**src/hw/rtl/srlsu_pkg.sv**
```systemverilog
// Package for the shift/rotate/load/store unit.
// Holds sizes, the operation codes, the instruction and result types and small helpers.
// No dependencies.
package srlsu_pkg;

	// Storage sizes
	localparam int REG_COUNT  = 7;
	localparam int MEM_WORDS  = 64;
	localparam int DATA_WIDTH = 8;
	localparam int REG_AW     = (REG_COUNT > 1) ? $clog2(REG_COUNT) : 1;
	localparam int MEM_AW     = (MEM_WORDS > 1) ? $clog2(MEM_WORDS) : 1;

	// Field widths of a transaction
	localparam int IDX_W   = 3;
	localparam int SHIFT_W = 3;
	localparam int DADDR_W = 6;
	localparam int CNT_W   = 16;
	localparam int IN_W    = 24;
	localparam int OUT_W   = 32;

	// Memory word that comes out of reset nonzero
	localparam int RESET_WORD     = 28;
	localparam int RESET_WORD_VAL = 4;

	// Output queue
	localparam int FIFO_DEPTH = 4;
	localparam int FIFO_AW    = 2;
	localparam int FIFO_CW    = 3;

	typedef enum logic [2:0] {
		MODE_SHL   = 3'd0,
		MODE_SHR   = 3'd1,
		MODE_ROL   = 3'd2,
		MODE_ROR   = 3'd3,
		MODE_LOAD  = 3'd4,
		MODE_STORE = 3'd5
	} mode_t;

	typedef logic [DATA_WIDTH-1:0] data_t;

	typedef struct packed {
		logic [IDX_W-1:0]   addr_reg;
		logic [DADDR_W-1:0] direct_addr;
		logic               use_indirect;
		logic [SHIFT_W-1:0] shift_amount;
		logic [IDX_W-1:0]   target_reg;
		mode_t              mode;
	} instr_t;

	typedef struct packed {
		logic [CNT_W-1:0] executed_count;
		logic             addr_error;
		data_t            moved_value;
	} result_t;

	// Register file write record
	typedef struct packed {
		logic             en;
		logic [IDX_W-1:0] idx;
		data_t            data;
	} reg_wr_t;

	function automatic logic reg_in_range(logic [IDX_W-1:0] idx);
		return int'(idx) < REG_COUNT;
	endfunction

	function automatic logic [REG_AW-1:0] reg_addr(logic [IDX_W-1:0] idx);
		return REG_AW'(idx);
	endfunction

	function automatic data_t mem_reset_val(logic [MEM_AW-1:0] addr);
		return (int'(addr) == RESET_WORD) ? data_t'(RESET_WORD_VAL) : '0;
	endfunction

endpackage

```
**src/hw/rtl/shift_rotate_load_store_unit_core.sv**
```systemverilog
// Shift/rotate/load/store unit: executes one decoded instruction per transaction.
// Register file and data memory are synchronous arrays with read-modify-write forwarding.
// Depends on srlsu_pkg.
//
// Usage:
//   Slave channel (s_tvalid/s_tready/s_tdata) carries one instruction per transaction.
//   Master channel (m_tvalid/m_tready/m_tdata) returns exactly one result per instruction,
//   in order: the moved byte, the address error flag and the executed-instruction count.
//   Throughput: one instruction per cycle while s_tready is high. Each instruction passes
//   the register file read (stage 1) and the data memory read (stage 2), and its result
//   is then written into the result queue, from which m_tvalid rises. Writes land
//   at the end of the second stage, and both arrays forward pending writes to younger
//   instructions, so back-to-back dependent instructions need no interlock.
//   A 4-entry result queue sits at the output. s_tready drops once queued plus in-flight
//   results would fill it, so a stalled receiver never loses a result and the pipeline
//   itself never stalls.
//   Reset (arst_n low) clears the pipeline, the queue and the counter, and marks every
//   register and memory word unwritten: registers read as zero, memory words read as
//   zero except word 28, which reads as 4. No clearing pass is needed after reset.
module shift_rotate_load_store_unit_core
	import srlsu_pkg::*;
(
	input  logic             clk,
	input  logic             arst_n,
	// s_tdata: mode[2:0], target_reg[5:3], shift_amount[8:6], use_indirect[9],
	//          direct_addr[15:10], addr_reg[18:16], zero[23:19]
	input  logic             s_tvalid,
	output logic             s_tready,
	input  logic [IN_W-1:0]  s_tdata,
	// m_tdata: moved_value[7:0], addr_error[8], executed_count[24:9], zero[31:25]
	output logic             m_tvalid,
	input  logic             m_tready,
	output logic [OUT_W-1:0] m_tdata
);

	// Storage
	data_t                 rf_mem [REG_COUNT];
	logic [REG_COUNT-1:0]  rf_vld_q;
	data_t                 dmem [MEM_WORDS];
	logic [MEM_WORDS-1:0]  dmem_vld_q;

	// Input decode
	instr_t in_ins;
	logic   in_acc;

	// Stage 1
	logic   s1_v;
	instr_t ins_s1;
	data_t  rt_raw_s1, ra_raw_s1;
	logic   rt_vld_s1, ra_vld_s1;
	data_t  v_tgt, v_areg;
	data_t  shres;
	logic [DATA_WIDTH-1:0] addr_full;
	logic   addr_err;
	logic [2*DATA_WIDTH-1:0] dbl;

	// Stage 2
	logic   s2_v;
	mode_t  mode_s2;
	logic [IDX_W-1:0]  tgt_s2;
	logic [MEM_AW-1:0] addr_s2;
	logic   err_s2;
	data_t  shres_s2, st_data_s2;
	data_t  mem_raw_s2;
	logic   mem_vld_s2;
	data_t  mem_val;
	reg_wr_t rf_wr;
	logic   mem_we;
	logic   done;
	result_t res;

	// Last committed writes, for same-edge forwarding
	reg_wr_t rf_wb_q;
	logic    mem_wb_en_q;
	logic [MEM_AW-1:0] mem_wb_addr_q;
	data_t   mem_wb_data_q;

	logic [CNT_W-1:0] cnt_q;

	// Result queue
	result_t fifo_mem [FIFO_DEPTH];
	logic [FIFO_AW-1:0] wr_ptr_q, rd_ptr_q;
	logic [FIFO_CW-1:0] fifo_cnt_q;
	logic [FIFO_CW-1:0] occupancy;
	logic fifo_pop;

	// Accept when queue plus in-flight transactions leave room
	assign in_ins    = instr_t'(s_tdata[$bits(instr_t)-1:0]);
	assign occupancy = fifo_cnt_q + FIFO_CW'(s1_v) + FIFO_CW'(s2_v);
	assign s_tready  = occupancy < FIFO_CW'(FIFO_DEPTH);
	assign in_acc    = s_tvalid && s_tready;

	// Stage 1 valid
	always_ff @(posedge clk or negedge arst_n) begin
		if (!arst_n) begin
			s1_v <= 1'b0;
		end else begin
			s1_v <= in_acc;
		end
	end

	// Register file read, both ports
	always_ff @(posedge clk) begin
		ins_s1    <= in_ins;
		rt_raw_s1 <= rf_mem[reg_addr(in_ins.target_reg)];
		rt_vld_s1 <= rf_vld_q[reg_addr(in_ins.target_reg)];
		ra_raw_s1 <= rf_mem[reg_addr(in_ins.addr_reg)];
		ra_vld_s1 <= rf_vld_q[reg_addr(in_ins.addr_reg)];
	end

	// Register operands with forwarding: stage 2 write first, then last committed write
	always_comb begin
		if (rf_wr.en && rf_wr.idx == ins_s1.target_reg) begin
			v_tgt = rf_wr.data;
		end else if (rf_wb_q.en && rf_wb_q.idx == ins_s1.target_reg) begin
			v_tgt = rf_wb_q.data;
		end else if (reg_in_range(ins_s1.target_reg) && rt_vld_s1) begin
			v_tgt = rt_raw_s1;
		end else begin
			v_tgt = '0;
		end

		if (rf_wr.en && rf_wr.idx == ins_s1.addr_reg) begin
			v_areg = rf_wr.data;
		end else if (rf_wb_q.en && rf_wb_q.idx == ins_s1.addr_reg) begin
			v_areg = rf_wb_q.data;
		end else if (reg_in_range(ins_s1.addr_reg) && ra_vld_s1) begin
			v_areg = ra_raw_s1;
		end else begin
			v_areg = '0;
		end
	end

	// Shift/rotate and address check
	always_comb begin
		dbl = {v_tgt, v_tgt};
		case (ins_s1.mode)
			MODE_SHL: shres = v_tgt << ins_s1.shift_amount;
			MODE_SHR: shres = v_tgt >> ins_s1.shift_amount;
			MODE_ROL: begin
				dbl   = dbl << ins_s1.shift_amount;
				shres = dbl[2*DATA_WIDTH-1:DATA_WIDTH];
			end
			MODE_ROR: begin
				dbl   = dbl >> ins_s1.shift_amount;
				shres = dbl[DATA_WIDTH-1:0];
			end
			default: shres = '0;
		endcase

		addr_full = ins_s1.use_indirect ? v_areg : DATA_WIDTH'(ins_s1.direct_addr);
		addr_err  = (ins_s1.mode == MODE_LOAD || ins_s1.mode == MODE_STORE) &&
			(int'(addr_full) >= MEM_WORDS);
	end

	// Stage 2 valid
	always_ff @(posedge clk or negedge arst_n) begin
		if (!arst_n) begin
			s2_v <= 1'b0;
		end else begin
			s2_v <= s1_v;
		end
	end

	// Stage 2 payload and data memory read
	always_ff @(posedge clk) begin
		mode_s2    <= ins_s1.mode;
		tgt_s2     <= ins_s1.target_reg;
		addr_s2    <= MEM_AW'(addr_full);
		err_s2     <= addr_err;
		shres_s2   <= shres;
		st_data_s2 <= v_tgt;
		mem_raw_s2 <= dmem[MEM_AW'(addr_full)];
		mem_vld_s2 <= dmem_vld_q[MEM_AW'(addr_full)];
	end

	// Memory data with forwarding of the store committed at the read edge
	always_comb begin
		if (mem_wb_en_q && mem_wb_addr_q == addr_s2) begin
			mem_val = mem_wb_data_q;
		end else if (mem_vld_s2) begin
			mem_val = mem_raw_s2;
		end else begin
			mem_val = mem_reset_val(addr_s2);
		end
	end

	// Writeback and result
	always_comb begin
		rf_wr.idx = tgt_s2;
		rf_wr.en  = 1'b0;
		rf_wr.data = shres_s2;
		mem_we    = 1'b0;
		done      = 1'b0;
		res.moved_value = '0;
		res.addr_error  = 1'b0;
		case (mode_s2)
			MODE_SHL, MODE_SHR, MODE_ROL, MODE_ROR: begin
				rf_wr.en  = s2_v && reg_in_range(tgt_s2);
				done      = 1'b1;
				res.moved_value = shres_s2;
			end
			MODE_LOAD: begin
				rf_wr.data = mem_val;
				if (err_s2) begin
					res.addr_error = 1'b1;
				end else begin
					rf_wr.en  = s2_v && reg_in_range(tgt_s2);
					done      = 1'b1;
					res.moved_value = mem_val;
				end
			end
			MODE_STORE: begin
				if (err_s2) begin
					res.addr_error = 1'b1;
				end else begin
					mem_we    = s2_v;
					done      = 1'b1;
					res.moved_value = st_data_s2;
				end
			end
			default: begin
				done = 1'b0;
			end
		endcase
		res.executed_count = done ? cnt_q + 1'b1 : cnt_q;
	end

	// Register file write
	always_ff @(posedge clk) begin
		if (rf_wr.en) begin
			rf_mem[reg_addr(rf_wr.idx)] <= rf_wr.data;
		end
	end

	// Data memory write
	always_ff @(posedge clk) begin
		if (mem_we) begin
			dmem[addr_s2] <= st_data_s2;
		end
	end

	// Written-entry flags, write records and counter
	always_ff @(posedge clk or negedge arst_n) begin
		if (!arst_n) begin
			rf_vld_q    <= '0;
			dmem_vld_q  <= '0;
			rf_wb_q     <= '0;
			mem_wb_en_q <= 1'b0;
			cnt_q       <= '0;
		end else begin
			if (rf_wr.en) begin
				rf_vld_q[reg_addr(rf_wr.idx)] <= 1'b1;
			end
			if (mem_we) begin
				dmem_vld_q[addr_s2] <= 1'b1;
			end
			rf_wb_q     <= rf_wr;
			mem_wb_en_q <= mem_we;
			if (s2_v && done) begin
				cnt_q <= cnt_q + 1'b1;
			end
		end
	end

	always_ff @(posedge clk) begin
		mem_wb_addr_q <= addr_s2;
		mem_wb_data_q <= st_data_s2;
	end

	// Result queue
	assign fifo_pop = m_tvalid && m_tready;
	assign m_tvalid = fifo_cnt_q != '0;
	assign m_tdata  = OUT_W'(fifo_mem[rd_ptr_q]);

	always_ff @(posedge clk) begin
		if (s2_v) begin
			fifo_mem[wr_ptr_q] <= res;
		end
	end

	always_ff @(posedge clk or negedge arst_n) begin
		if (!arst_n) begin
			wr_ptr_q   <= '0;
			rd_ptr_q   <= '0;
			fifo_cnt_q <= '0;
		end else begin
			if (s2_v) begin
				wr_ptr_q <= wr_ptr_q + 1'b1;
			end
			if (fifo_pop) begin
				rd_ptr_q <= rd_ptr_q + 1'b1;
			end
			fifo_cnt_q <= fifo_cnt_q + FIFO_CW'(s2_v) - FIFO_CW'(fifo_pop);
		end
	end

endmodule

```
**config.mk**
```make
export PLATFORM = sky130hd
export DESIGN_NAME = shift_rotate_load_store_unit_core
export DESIGN_NICKNAME = d
export VERILOG_FILES = /design/src/hw/rtl/srlsu_pkg.sv /design/src/hw/rtl/shift_rotate_load_store_unit_core.sv
export SDC_FILE = /design/constraint.sdc
export NUM_CORES = 1
export LEC_CHECK = 0
export BUFFER_PORTS_ARGS = -buffer_cell sky130_fd_sc_hd__buf_2
export CAP_MARGIN = 40
export CORE_MARGIN = 5
export CORE_UTILIZATION = 65
export DETAILED_ROUTE_END_ITERATION = 7
export GPL_TIMING_DRIVEN = 0
export PLACE_DENSITY = 0.84
export SYNTH_ARGS = -nofsm -noshare
export SYNTH_HDL_FRONTEND = slang
export SYNTH_SLANG_ARGS = --single-unit
```
**constraint.sdc**
```tcl
create_clock -name clk -period 7.2 [get_ports clk]
set_input_delay 0.72 -clock clk [delete_from_list [all_inputs] [get_ports clk]]
set_output_delay 0.72 -clock clk [all_outputs]
set_load 0.05 [all_outputs]
```
Yosys cells after proc, flatten, opt, wreduce, memory -nomap -nowiden:

Memory sizes are Yosys's and may differ from the RTL's. A register that Yosys moved wholly into a read port is not among the register bits.
Cells that the tools add are included.

* add/sub/neg operators: 7
* reduce and logical (&&, ||, !) cells: 20
* bitwise operators: 2
* multiplexer cells: 40
* shift operators: 4
* $lt $le $gt $ge: 12
* eq/ne operators: 16

Operators with widths (number)
* 8-bit two-way mux: 12
* 64-bit bitwise OR: 1
* 8-bit case mux with 4 select lines: 1
* 8-bit case mux with 3 select lines: 1
* 1-bit two-way mux: 17
* 16-bit by 1-bit adder with 16-bit output (second input constant): 1
* 16-bit two-way mux: 1
* 16-bit by 3-bit << shifter with 16-bit output: 1
* 16-bit by 3-bit right shift with 8-bit output: 1
* 1-bit logical AND: 14
* 6-bit by 7-bit < comparator with 1-bit output (second input constant): 2
* 3-bit by 2-bit equality test with 1-bit output (second input constant): 4
* 3-bit equality test: 4
* 3-bit equality test (second input constant): 4
* 3-bit < comparator (second input constant): 4
* 3-bit by 4-bit < comparator with 1-bit output (second input constant): 3
* 3-bit by 1-bit adder with 3-bit output: 3
* 8-bit by 7-bit >= comparator with 1-bit output (second input constant): 1
* 8-bit by 3-bit << shifter with 8-bit output: 1
* 8-bit by 3-bit right shift with 8-bit output: 1
* 7-bit bitwise OR: 1
* 1-bit binary-select mux with 3-bit select: 2
* 1-bit binary-select mux with 6-bit select: 1
* 1-bit demux with 6-bit select: 1
* other kinds (15): 19

* bits in writable memories: 668
* output and inout bits: 34
* memories kept: 3
* logic and storage cells: 133
* flip-flop bits (word level): 174

Memories
* dmem: words 64, width 8, read ports 1, clocked after memory_dff 1, write ports 1, RTL line shift_rotate_load_store_unit_core.sv:39 `data_t dmem [MEM_WORDS];`
* fifo_mem: words 4, width 25, read ports 1, clocked after memory_dff 0, write ports 1, RTL line shift_rotate_load_store_unit_core.sv:81 `result_t fifo_mem [FIFO_DEPTH];`
* rf_mem: words 7, width 8, read ports 2, clocked after memory_dff 2, write ports 1, RTL line shift_rotate_load_store_unit_core.sv:37 `data_t rf_mem [REG_COUNT];`

Longest topological paths before layout:

* word-level depth: 9
* depth in mapped cells: 15

Worst setup path before layout:

No wires, ideal clock.

* kind: register to register
* start: reg addr_s2[5]
* end: reg mem_raw_s2[6] (read register of dmem)
* library setup time: 124 ps
* required time: 7076 ps
* arrival: 3483 ps
* cell stages (with the launch flop): 14
* slack: 3593 ps
* cells stage by stage: dfxtp_1 > buf_6 > xor2_1 > nor4b_4 > a31oi_1 > a2111oi_4 > nor2_8 > inv_2 > buf_6 > buf_2 > mux2i_1 > o22ai_1 > or4b_1 > a2111o_1

* cells in the longest elaborated chain, start to end: 7
* elaborated cells between the ends (all ways): 9

Ends and longest elaborated chain
* start, declared: RTL line shift_rotate_load_store_unit_core.sv:61 `logic [MEM_AW-1:0] addr_s2;`
* start signal, assigned: RTL line shift_rotate_load_store_unit_core.sv:169 `addr_s2 <= MEM_AW'(addr_full);`
* 6-bit equality test: RTL line srlsu_pkg.sv:72 `return (int'(addr) == RESET_WORD) ? data_t'(RESET_WORD_VAL) : '0;`
* 3-bit two-way mux: RTL line srlsu_pkg.sv:72
* 8-bit two-way mux: RTL line shift_rotate_load_store_unit_core.sv:181 `end else if (mem_vld_s2) begin`
* 8-bit two-way mux (*): RTL line shift_rotate_load_store_unit_core.sv:179 `if (mem_wb_en_q && mem_wb_addr_q == addr_s2) begin`
* 8-bit two-way mux (*): RTL line shift_rotate_load_store_unit_core.sv:197 `case (mode_s2)`
* 8-bit two-way mux (*): RTL line shift_rotate_load_store_unit_core.sv:123 `if (rf_wr.en && rf_wr.idx == ins_s1.addr_reg) begin`
* 8-bit two-way mux (*): RTL line shift_rotate_load_store_unit_core.sv:151 `addr_full = ins_s1.use_indirect ? v_areg : DATA_WIDTH'(ins_s1.direct_addr);`
* end, declared: RTL line shift_rotate_load_store_unit_core.sv:64 `data_t mem_raw_s2;`

Mark *: on every way between the ends. The rest lies on a longest branch, timed or not.
A chain may end at the register's enable or synchronous reset.

Worst setup path after layout:

* start: reg addr_s2[2]
* end: reg mem_raw_s2[7] (read register of dmem)

Same word-level chain as after synthesis.

==> results.py <==
metrics = {
    "route": {
        "avgRoutedWirePerCell_um": 27.5,
        "drtPass1Iterations": 8,
        "wirelength_um": 89800,
        "wl_met3_um": 9570,
        "top_layer": "met5",
        "ant_nets": 0,
        "drc": 16,
        "vias": 22400,
        "routed_via_density": 6.87,
        "wl_met1_um": 32100,
        "drt_iter0_drc": 3247,
        "wl_met2_um": 42500,
    },
    "power_and_ir_drop": {
        "seqPwrFrac_pct": 46.8,
        "switching_share_pct": 28.9,
        "power.internal_mw": 9.35,
        "peakVddDrop_uv": 241,
        "power_frac_comb_pct": 19.3,
        "powerDensity_nw_per_um2": 329,
        "power.leakage_nw": 14.2,
        "clockPowerShare_pct": 33.9,
        "switchingPower_mw": 3.80,
    },
    "yosys": {
        "netlist_area_sq_um": 35500,
        "synthFlopType": "edfxtp_1",
        "avgSynthCellArea_sq_um": 15.3,
        "async_flop_share_pct": 12.6,
        "synth-simple-area-share_pct": 6.06,
        "yosys-top-cells-area": "edfxtp_1 (57%), dfrtp_1 (7.7%), dfxtp_1 (5.0%)",
        "netlist.area_leader.share_pct": 56.5,
        "yosysSeqAreaShare_pct": 69.2,
        "yosysTopAreaCell": "edfxtp_1",
        "ys_types": 80,
        "synth_top_family_by_area": "multiplexers",
        "ys_warn_count": 0,
        "synth_compound_gate_area_share_pct": 9.60,
        "synth_seq_cells": 866,
        "synth_edf_count": 668,
        "yosys.area_share.adder_pct": 0.339,
        "synthXorXnorAreaFrac_pct": 1.31,
        "muxShareOfSynthArea_pct": 10.9,
        "netlist_instances": 2317,
    },
    "timing": {
        "finalMaxSlewViolations": 0,
        "max_freq_mhz": 172,
        "final.setup.tns_ps": 0,
        "fin_crit_sh_pct": 80.8,
        "finalHoldWorstSlack_ps": 41.4,
        "slew_headroom_pct": 26.7,
        "hold_viol": 0,
        "fin_skew_ps": 21.4,
        "period_minus_slack_ps": 5820,
        "setup_violations": 0,
        "rsz0062_at_grt": "no",
        "tightest_slew_ps": 1070,
    },
    "run_status": {
        "violations": "DRC",
        "status": "finished with violations",
    },
    "die": {
        "die_w_um": 244,
        "rows": 85,
        "core_area_sq_um": 53900,
        "initial_core_util_pct": 65.8,
        "die_y_um": 244,
        "dieArea_sq_um": 59400,
        "num_io_pins": 62,
    },
    "worst_setup_path": {
        "cp.required_ps": 7680,
        "cp_max_fo": 10,
        "cp_slowest_cell": "a2111oi_0",
        "path_class": "flop to flop",
        "critPathMaxStageDelay_ps": 870,
        "worstPathCellList": "buf_2 > xnor2_1 > and3_1 > clkbuf_1 > a21oi_1 > o2111ai_1 > nand2_2 > inv_2 > buf_2 > clkbuf_1 > a2111oi_0 > a2111oi_0 > a31oi_1 > a2111o_1",
        "start_kind": "flop",
        "end_kind": "flop",
        "cp.arrival_ps": 6300,
    },
    "cts": {
        "clk_pin_slew_ps": 60,
        "clock_latency_ps": 640,
        "numCtsBuffers": 85,
        "cts_hold_buf": 0,
        "htree_levels": 3,
        "root_buffer": "clkbuf_16",
        "cts.sinks": 866,
        "cts.repair.resized": 0,
        "clock_path_buffers": 3,
        "post-cts-setup-buffers": 0,
        "cts_tree": "built",
    },
    "placement": {
        "post_dp_cell_area_sq_um": 37100,
        "place_congestion": 1.12,
        "port_buffers": 49,
        "dp.cells": 3102,
        "place_hpwl_um": 60000,
    },
    "cells_and_area": {
        "fillers": 3067,
        "syn_to_final_growth_pct": 12.6,
        "finalNonFillerCells": 3265,
        "layout-drive-gt1-share_pct": 17.2,
        "design_area_sq_um": 40000,
        "nets": 2536,
        "diodes": 0,
    },
    "run": {
        "cap_viol_max_count": 0,
    },
    "worst_hold_path": {
        "hp-class": "input pin to asynchronous set/reset pin",
    },
    "global_route": {
        "grt_max_degree": 59,
        "grt_pass1_wl_um": 136000,
        "grt_overflow": 0,
        "grt_pass1_vias": 22700,
        "antenna_found_initial": 2,
        "grt.total_usage_pct": 29.9,
    },
}
[Yosys cell counts (6+ instances only)]
| master | count |
|---|---|
| clkbuf_1 | 98 |
| or4b_1 | 9 |
| dfrtp_1 | 109 |
| nand2_1 | 115 |
| edfxtp_1 | 668 |
| nand3_1 | 51 |
| nor2_1 | 109 |
| mux2i_1 | 158 |
| o211ai_1 | 106 |
| or2_2 | 64 |
| a21oi_1 | 23 |
| o22ai_1 | 30 |
| xor2_1 | 18 |
| buf_4 | 13 |
| nor2b_1 | 7 |
| and3_1 | 9 |
| nor3_1 | 7 |
| xnor2_1 | 35 |
| o21ai_0 | 111 |
| ha_1 | 8 |
| mux4_2 | 73 |
| buf_1 | 15 |
| buf_2 | 17 |
| a2111oi_0 | 60 |
| inv_1 | 54 |
| mux2_1 | 24 |
| buf_6 | 6 |
| and2_1 | 12 |
| nand4_1 | 7 |
| o22a_1 | 21 |
| a2111o_1 | 9 |
| nand2b_1 | 7 |
| a31oi_1 | 28 |
| mux2_2 | 33 |
| dfxtp_1 | 89 |
| a211oi_1 | 12 |
| a221o_1 | 16 |
| a32o_1 | 10 |
[per-layer routing]
layer / vias up / global-route usage (%)
met2: 1546 / 47.9
met3: 399 / 7.89
li1: 9406 / -
met1: 11100 / 38.7
met4: 4 / 14.7
met5: - / 0
[critical path: cells and delay by family (launching register included)]
family / cells / cell delay [ps]
simple gates: 2 / 570
buf+inv: 5 / 1820
compound gates: 6 / 2640
flops: 1 / 310
xor+xnor: 1 / 310
[metrics by stage]
step                util [%]  total power, mW  worst slack (ps)
finish                  74.1             13.1              1380
global route            74.1             13.5              1370
CTS                     74.0             13.1              1340
detailed placement      68.8             8.69              1360
global placement        67.9             8.50              1360
floorplan                  -             7.80              3590
[cells by family (layout without fill, tap and decap cells)]
| group | count (synthesis) | after routing |
|---|---|---|
| adder cells (fa/ha/maj) | 9 | 9 |
| AND/OR/NAND/NOR | 424 | 424 |
| other | 1 | 7 |
| AO/OA/AOI/OAI | 467 | 467 |
| XOR/XNOR | 53 | 53 |
| buffers and inverters | 209 | 455 |
| multiplexers | 288 | 288 |
| flip-flops | 866 | 866 |
[registers in the layout, summed over array words and instances, names as in the netlist, 7 cells and up]
signal         flops
dmem             512
fifo_mem         100
dmem_vld_q        64
rf_mem            56
ins_s1            19
cnt_q             16
rf_wb_q           12
mem_raw_s2         8
mem_wb_data_q      8
ra_raw_s1          8
rt_raw_s1          8
shres_s2           8
st_data_s2         8
rf_vld_q           7
[area by class of cell]
type | count | area, sq um | area share (%)
Clock buffer | 118 | 2440 | 6.10
Timing Repair Buffer | 89 | 762 | 1.91
Multi-Input combinational cell | 1248 | 10000 | 25.1
Sequential cell | 866 | 24600 | 61.5
Clock inverter | 39 | 367 | 0.917
Tap cell | 696 | 871 | 2.18
Buffer | 149 | 674 | 1.69
Inverter | 60 | 225 | 0.564
[power by group through the flow]
stage | clock (mW) | combinational, mW | sequential (mW)
floorplan | 0 | 1.60 | 6.20
global placement | 0 | 2.13 | 6.37
detailed placement | 0 | 2.45 | 6.24
CTS | 4.48 | 2.48 | 6.14
global route | 4.70 | 2.66 | 6.18
finish | 4.46 | 2.53 | 6.15
[final timing paths]
check | startpoint | slack [ps] | cells past startpoint | end
max reg2reg | addr_s2[2] | 1380 | 14 | mem_raw_s2[7]
min | arst_n | 40 | 1 | rf_vld_q[5]
min reg2reg | tgt_s2[0] | 350 | 0 | rf_wb_q[8]
max | addr_s2[2] | 1380 | 14 | mem_raw_s2[7]
max in group asynchronous | arst_n | 6410 | 2 | dmem_vld_q[5]
min in group clk | s_tdata[15] | 180 | 1 | ins_s1[15]
[cells in the final DEF (no fill, tap or decap), drive strengths merged, types with 8 or more instances in the layout]
cell | netlist | layout
nand3 | 53 | 53
o22a | 21 | 21
and2 | 12 | 12
mux2i | 158 | 158
nor2 | 112 | 112
a21oi | 23 | 23
and3 | 9 | 9
clkbuf | 98 | 218
o22ai | 30 | 30
a2111oi | 63 | 63
or2 | 64 | 64
clkinv | 2 | 30
nand2 | 116 | 116
mux4 | 73 | 73
xor2 | 18 | 18
ha | 8 | 8
or4b | 9 | 9
o211ai | 107 | 107
a2111o | 9 | 9
edfxtp | 668 | 668
o21ai | 111 | 111
dfxtp | 89 | 89
xnor2 | 35 | 35
a211oi | 12 | 12
mux2 | 57 | 57
a32o | 10 | 10
buf | 51 | 136
a221o | 16 | 16
inv | 58 | 59
dfrtp | 109 | 109
a31oi | 28 | 28
(Power assumes the default switching activity.)
